<file path="src/rtl/tksi_pkg.sv">
`timescale 1ns / 1ps

package tksi_pkg;

    localparam logic [15:0] CK_BASE         = 16'h46EB;
    localparam int          CK_ENTRY_OFFSET = 3;
    localparam logic [15:0] CK_COUNT_W      = 16'd13;
    localparam logic [15:0] CK_FLO_W        = 16'd14;
    localparam logic [15:0] CK_FHI_W        = 16'd15;

    typedef enum logic [1:0] {
        ST_IDLE,
        ST_SUM,
        ST_FIN
    } tksi_state_t;

    // controller -> datapath
    typedef struct packed {
        logic load;     // take the input transaction, insert, reset checksum walk
        logic step;     // add one weighted entry to the checksum
        logic publish;  // finish checksum and load the result register
    } tksi_cmd_t;

    // datapath -> controller
    typedef struct packed {
        logic last;     // current walk step covers the final entry
        logic out_busy; // result register holds a transaction not yet taken
    } tksi_sts_t;

endpackage

</file>
<file path="src/rtl/tksi_ctrl.sv">
`timescale 1ns / 1ps

module tksi_ctrl
    import tksi_pkg::*;
(
    input  logic      aclk,
    input  logic      aresetn,
    input  logic      s_valid,
    output logic      s_ready,
    input  tksi_sts_t sts,
    output tksi_cmd_t cmd
);

    tksi_state_t state_reg;
    tksi_state_t state_next;

    always_ff @(posedge aclk) begin
        if (!aresetn) begin
            state_reg <= ST_IDLE;
        end else begin
            state_reg <= state_next;
        end
    end

    always_comb begin
        state_next  = state_reg;
        s_ready     = 1'b0;
        cmd.load    = 1'b0;
        cmd.step    = 1'b0;
        cmd.publish = 1'b0;
        case (state_reg)
            ST_IDLE: begin
                s_ready = 1'b1;
                if (s_valid) begin
                    cmd.load   = 1'b1;
                    state_next = ST_SUM;
                end
            end
            ST_SUM: begin
                cmd.step = 1'b1;
                if (sts.last) begin
                    state_next = ST_FIN;
                end
            end
            ST_FIN: begin
                if (!sts.out_busy) begin
                    cmd.publish = 1'b1;
                    state_next  = ST_IDLE;
                end
            end
            default: begin
                state_next = ST_IDLE;
            end
        endcase
    end

    a_no_overwrite: assert property (@(posedge aclk) disable iff (!aresetn)
        cmd.publish |-> !sts.out_busy)
        else $error("result register overwritten while pending");

    a_one_cmd: assert property (@(posedge aclk) disable iff (!aresetn)
        $onehot0({cmd.load, cmd.step, cmd.publish}))
        else $error("more than one datapath command at once");

    a_fin_after_last: assert property (@(posedge aclk) disable iff (!aresetn)
        (cmd.step && sts.last) |=> (state_reg == ST_FIN))
        else $error("checksum walk did not end in finish state");

endmodule

</file>
<file path="src/rtl/tksi_dp.sv">
`timescale 1ns / 1ps

module tksi_dp
    import tksi_pkg::*;
#(
    parameter int TABLE_DEPTH = 10
) (
    input  logic        aclk,
    input  logic        aresetn,
    input  logic [15:0] s_score,
    input  logic [31:0] s_frames,
    input  logic        m_ready,
    output logic        m_valid,
    output logic [3:0]  m_rank,
    output logic [15:0] m_record_checksum,
    output logic [15:0] m_event_count,
    output logic [31:0] m_frame_total,
    input  tksi_cmd_t   cmd,
    output tksi_sts_t   sts
);

    localparam int IDX_W = (TABLE_DEPTH > 1) ? $clog2(TABLE_DEPTH) : 1;
    localparam int POS_W = $clog2(TABLE_DEPTH + 1);
    localparam int WGT_W = $clog2(TABLE_DEPTH + CK_ENTRY_OFFSET);

    logic [15:0]      tbl_reg  [TABLE_DEPTH];
    logic [15:0]      tbl_next [TABLE_DEPTH];
    logic [15:0]      cnt_reg;
    logic [31:0]      tot_reg;
    logic [POS_W-1:0] pos_reg;
    logic [POS_W-1:0] pos_next;
    logic [15:0]      acc_reg;
    logic [IDX_W-1:0] idx_reg;
    logic [WGT_W-1:0] wgt_reg;

    logic             out_valid_reg;
    logic [3:0]       out_rank_reg;
    logic [15:0]      out_ck_reg;
    logic [15:0]      out_cnt_reg;
    logic [31:0]      out_tot_reg;

    logic [TABLE_DEPTH-1:0] lt;
    logic [15:0]      tbl_sel;
    logic [15:0]      prod;
    logic [15:0]      acc_fin;
    logic             sorted;

    // entries strictly below the new score; the table is kept sorted, so the
    // set bits form a run at the bottom and its lowest index is the slot
    always_comb begin
        for (int i = 0; i < TABLE_DEPTH; i++) begin
            lt[i] = (tbl_reg[i] < s_score);
        end
        pos_next = POS_W'(TABLE_DEPTH);
        for (int i = TABLE_DEPTH - 1; i >= 0; i--) begin
            if (lt[i]) begin
                pos_next = POS_W'(i);
            end
        end
    end

    always_comb begin
        tbl_next[0] = (pos_next == '0) ? s_score : tbl_reg[0];
        for (int i = 1; i < TABLE_DEPTH; i++) begin
            if (i < int'(pos_next)) begin
                tbl_next[i] = tbl_reg[i];
            end else if (i == int'(pos_next)) begin
                tbl_next[i] = s_score;
            end else begin
                tbl_next[i] = tbl_reg[i-1];
            end
        end
    end

    assign tbl_sel = tbl_reg[idx_reg];
    assign prod    = tbl_sel * 16'(wgt_reg);
    assign acc_fin = acc_reg + cnt_reg * CK_COUNT_W + tot_reg[15:0] * CK_FLO_W
                   + tot_reg[31:16] * CK_FHI_W;

    assign sts.last     = (idx_reg == IDX_W'(TABLE_DEPTH - 1));
    assign sts.out_busy = out_valid_reg && !m_ready;

    always_ff @(posedge aclk) begin
        if (!aresetn) begin
            for (int i = 0; i < TABLE_DEPTH; i++) begin
                tbl_reg[i] <= '0;
            end
            cnt_reg <= '0;
            tot_reg <= '0;
        end else if (cmd.load) begin
            tbl_reg <= tbl_next;
            cnt_reg <= cnt_reg + 16'd1;
            tot_reg <= tot_reg + s_frames;
        end
    end

    always_ff @(posedge aclk) begin
        if (cmd.load) begin
            pos_reg <= pos_next;
            acc_reg <= CK_BASE;
            idx_reg <= '0;
            wgt_reg <= WGT_W'(CK_ENTRY_OFFSET);
        end else if (cmd.step) begin
            acc_reg <= acc_reg + prod;
            idx_reg <= sts.last ? idx_reg : idx_reg + 1'b1;
            wgt_reg <= wgt_reg + 1'b1;
        end
    end

    always_ff @(posedge aclk) begin
        if (!aresetn) begin
            out_valid_reg <= 1'b0;
        end else if (cmd.publish) begin
            out_valid_reg <= 1'b1;
        end else if (m_ready) begin
            out_valid_reg <= 1'b0;
        end
    end

    always_ff @(posedge aclk) begin
        if (cmd.publish) begin
            out_rank_reg <= 4'(pos_reg);
            out_ck_reg   <= acc_fin;
            out_cnt_reg  <= cnt_reg;
            out_tot_reg  <= tot_reg;
        end
    end

    assign m_valid           = out_valid_reg;
    assign m_rank            = out_rank_reg;
    assign m_record_checksum = out_ck_reg;
    assign m_event_count     = out_cnt_reg;
    assign m_frame_total     = out_tot_reg;

    always_comb begin
        sorted = 1'b1;
        for (int i = 1; i < TABLE_DEPTH; i++) begin
            if (tbl_reg[i] > tbl_reg[i-1]) begin
                sorted = 1'b0;
            end
        end
    end

    a_sorted: assert property (@(posedge aclk) disable iff (!aresetn)
        sorted)
        else $error("score table lost descending order");

    a_count_step: assert property (@(posedge aclk) disable iff (!aresetn)
        cmd.load |=> (cnt_reg == $past(cnt_reg) + 16'd1))
        else $error("event count did not advance on insert");

    a_rank_range: assert property (@(posedge aclk) disable iff (!aresetn)
        cmd.step |-> (pos_reg <= POS_W'(TABLE_DEPTH)))
        else $error("insert slot beyond table depth");

endmodule

</file>
<file path="src/rtl/top_k_score_table_insert.sv">
`timescale 1ns / 1ps

// Top-k score table: keeps the TABLE_DEPTH best scores in descending order,
// a wrapping 16-bit event count and a wrapping 32-bit frame total.
// Input channel (s_*): one transaction carries a score and a frame count.
// The score is inserted below every entry greater or equal to it; the last
// entry drops off. Count and frame total advance on every transaction.
// Result channel (m_*): one transaction per input with the slot taken
// (TABLE_DEPTH means not placed), a weighted checksum over the updated
// record, the new event count and the new frame total.
// The input is accepted only while idle, so a new transaction is taken only
// after the previous result has been published, at the end of the checksum
// walk, which adds one weighted table entry per cycle through a single
// multiplier.
// A stalled receiver holds the result in the output register; the next input
// is still accepted and worked on, and only waits at the end of its checksum
// walk until the previous result has been taken.
// Reset (aresetn, synchronous, active low) clears the table, the count, the
// frame total and any pending result.
module top_k_score_table_insert
    import tksi_pkg::*;
#(
    parameter int TABLE_DEPTH = 10
) (
    input  logic        aclk,
    input  logic        aresetn,
    input  logic        s_valid,
    output logic        s_ready,
    input  logic [15:0] s_score,
    input  logic [31:0] s_frames,
    output logic        m_valid,
    input  logic        m_ready,
    output logic [3:0]  m_rank,
    output logic [15:0] m_record_checksum,
    output logic [15:0] m_event_count,
    output logic [31:0] m_frame_total
);

    tksi_cmd_t cmd;
    tksi_sts_t sts;

    tksi_ctrl u_ctrl (
        .aclk    (aclk),
        .aresetn (aresetn),
        .s_valid (s_valid),
        .s_ready (s_ready),
        .sts     (sts),
        .cmd     (cmd)
    );

    tksi_dp #(
        .TABLE_DEPTH (TABLE_DEPTH)
    ) u_dp (
        .aclk              (aclk),
        .aresetn           (aresetn),
        .s_score           (s_score),
        .s_frames          (s_frames),
        .m_ready           (m_ready),
        .m_valid           (m_valid),
        .m_rank            (m_rank),
        .m_record_checksum (m_record_checksum),
        .m_event_count     (m_event_count),
        .m_frame_total     (m_frame_total),
        .cmd               (cmd),
        .sts               (sts)
    );

endmodule

</file>
<file path="config.mk">
export PLATFORM = sky130hd
export DESIGN_NAME = top_k_score_table_insert
export DESIGN_NICKNAME = d
export VERILOG_FILES = /design/src/rtl/tksi_pkg.sv /design/src/rtl/tksi_ctrl.sv /design/src/rtl/tksi_dp.sv /design/src/rtl/top_k_score_table_insert.sv
export SDC_FILE = /design/constraint.sdc
export NUM_CORES = 1
export LEC_CHECK = 0
export ABC_AREA = 1
export BUFFER_PORTS_ARGS = -buffer_cell sky130_fd_sc_hd__buf_2
export CORE_ASPECT_RATIO = 1.25
export CORE_MARGIN = 8
export CORE_UTILIZATION = 50
export DETAILED_ROUTE_END_ITERATION = 8
export GPL_ROUTABILITY_DRIVEN = 0
export PLACE_DENSITY = 0.65
export SLEW_MARGIN = 10
export SYNTH_ARGS = -nofsm -noshare
export SYNTH_HDL_FRONTEND = slang
export SYNTH_SLANG_ARGS = --single-unit
</file>
<file path="constraint.sdc">
create_clock -name aclk -period 10.4 [get_ports aclk]
set_clock_uncertainty 0.15 [all_clocks]
set_input_delay 1.04 -clock aclk [delete_from_list [all_inputs] [get_ports aclk]]
set_output_delay 1.04 -clock aclk [all_outputs]
set_load 0.01 [all_outputs]
</file>
==> results_dict.tcl <==
set metrics [dict create \
    antenna_cells 0 \
    start_util 0.503 \
    ant_nets 0 \
    grt_first_pass_wirelength_um 132000 \
    grtUsageTotal 0.288 \
    die_w_um 217 \
    routed_wirelength_um 83800 \
    layout_common_cells "nand2_1 (598), inv_1 (498), a21oi_1 (307)" \
    insertion_delay_ps 560 \
    syn_avg_cell_area_um2 7.51 \
    critPathLaunchType "flop" \
    dp_hpwl_um 61100 \
    crit_start "u_dp.idx_reg[2]" \
    area_growth_pct 8.69 \
    max_cap_violations 0 \
    ioPinCount 122 \
    synth.cell_area_um2 25200 \
    largest_reg_flops 160 \
    grt_max_degree 81 \
    nets 3834 \
    power.leakage_nw 13.5 \
    antenna_found_initial 0 \
    drc 0 \
    cts_tree "yes" \
    cp_max_fo 20 \
    worst_slew_pin_slew_ps 1150 \
    max_slew_margin 0.228 \
    drive_gt1_frac 0.0723 \
    cts-root-buf "clkbuf_16" \
    num_vias 23700 \
    r2r_start "u_dp.idx_reg[2]" \
    port_buffers 121 \
    cts_setup_buffers 0 \
    crit_arrival_ps 7120 \
    drtIter0Drc 2151 \
    grt.overflow.total 0 \
    rows 92 \
    yosys_warnings 0 \
    ys_ff_latch 307 \
    layout_commonest_cell "nand2_1" \
    clk_path_buf_depth 3 \
    reg2reg_to "u_dp.acc_reg[15]" \
    synth_ff_type "dfxtp_1" \
    fill_cells 4780 \
    finish.instance_area_um2 27400 \
    syn_inst 3355 \
    r2r_setup_slack_ps 3590 \
    async_flop_share 0 \
    hold_violations 0 \
    worst_slack_ps 3590 \
    dr.pass1.iters 7 \
    endpoint_kind "flop" \
    synth_nets 3800 \
    routedWlPerCell_um 20.6 \
    cts_made_buffers 37 \
    vias_per_cell 5.81 \
    ys_types 53 \
    hold_class "flop to flop" \
    die_y_um 267 \
    path_class "flop to flop" \
    ys_seq_area_frac 0.273 \
    clkTransAtPathRegs_ps 60 \
    ir_drop_mv 0.358 \
    tns_ps 0 \
    multiInputGateArea_um2 15700 \
    period_needed_ps 6810 \
    placed_area_um2 26200 \
    max_freq_mhz 147 \
    regArea_um2 6870 \
    pre_cts_ws_ps 3670 \
    core_um2 50100 \
    p_per_area_nw_per_um2 243 \
    dieArea_um2 57900 \
    cts_sinks 307 \
    maxSlewViolCount 0 \
    r2r_cells 23 \
    crit_path_end "u_dp.acc_reg[15]" \
    setup_viol 0 \
    cp_data_required_time_ps 10710 \
    htree_levels 2 \
    period_share 0.655 \
    cts.repair.resized 0 \
    synth_edf_count 72 \
    cts_hold_buf 0 \
    grt_pass1_vias 23700 \
    status "finished clean" \
    grt_setup_unrepaired "no" \
]
## power breakdown
part	switching, W	internal, W
clock	0.000556	0.000780
sequential	0.000156	0.00148
combinational	0.00220	0.00147
## per-layer routing
layer	track usage	vias to the layer above	wire (um)
li1	-	11100	-
met1	0.339	11100	32000
met2	0.483	1131	39200
met3	0.0600	298	7380
met4	0.163	0	5160
met5	0	-	0
## worst min path at each step
stage	end	slack, ps	cells after the start	from
detailed placement	u_dp.m_rank[0]	260	0	u_dp.pos_reg[0]
finish	u_dp.m_rank[0]	270	0	u_dp.pos_reg[0]
floorplan	u_dp.m_rank[0]	250	0	u_dp.pos_reg[0]
global route	u_dp.m_rank[0]	280	0	u_dp.pos_reg[0]
global placement	u_dp.m_rank[3]	250	0	u_dp.pos_reg[3]
CTS	u_dp.m_rank[0]	280	0	u_dp.pos_reg[0]
## critical path, cell delays in order, from the launching register on
cell and delay (ps):
dfxtp_1 1020, clkinv_1 1010, o211ai_1 370, nand3_1 220, nand2_1 180, nand2_1 90, fa_1 490, fa_1 540
fa_1 520, inv_1 40, ha_1 340, nand3_1 90, nand3_1 100, nand2_1 70, nand2_1 80, a21oi_1 100
o21ai_0 280, inv_1 70, o21a_1 200, nand3b_1 180, o21ai_0 270, nor2_1 90, o21bai_1 150, inv_1 50
## synthesized netlist by cell type, types with 18 or more instances
master	instances	area share
xor2_1	50	0.017
dfxtp_1	235	0.19
clkbuf_1	95	0.014
o211ai_1	48	0.014
buf_2	35	0.0070
edfxtp_1	72	0.086
o21ai_1	24	0.0048
inv_1	498	0.074
a21oi_1	307	0.061
ha_1	253	0.13
nand2_1	599	0.089
fa_1	140	0.11
nand3_1	211	0.042
nand4_1	101	0.025
nor3_1	18	0.0036
xnor2_1	35	0.012
nor2_1	281	0.042
nand3b_1	25	0.0075
o21ai_0	211	0.042
## cell type report
class | instances | area share
sequential | 307 | 0.251
clock buffer | 49 | 0.0381
timing repair buffer | 145 | 0.0290
tap | 658 | 0.0301
clock inverter | 16 | 0.00590
inverter | 516 | 0.0711
multi-input combinational | 2382 | 0.575
## cells by family after synthesis
group	after synthesis	share of synthesized area
AND/OR/NAND/NOR	1268	0.221
buffers and inverters	666	0.103
AO/OA/AOI/OAI	636	0.136
adder cells (fa/ha/maj)	393	0.237
flip-flops	307	0.273
XOR/XNOR	85	0.0296
## through the flow
step                instances  hold WS, ps  power [W]  utilization
finish                   4073          274    0.00664        0.547
global route             4073          284    0.00728        0.547
CTS                      4072          275    0.00666        0.546
detailed placement       4007          260    0.00532        0.522
global placement         4007          253    0.00522        0.522
floorplan                3355          250    0.00447            -
Note: power is estimated with default switching activity, not from simulation.
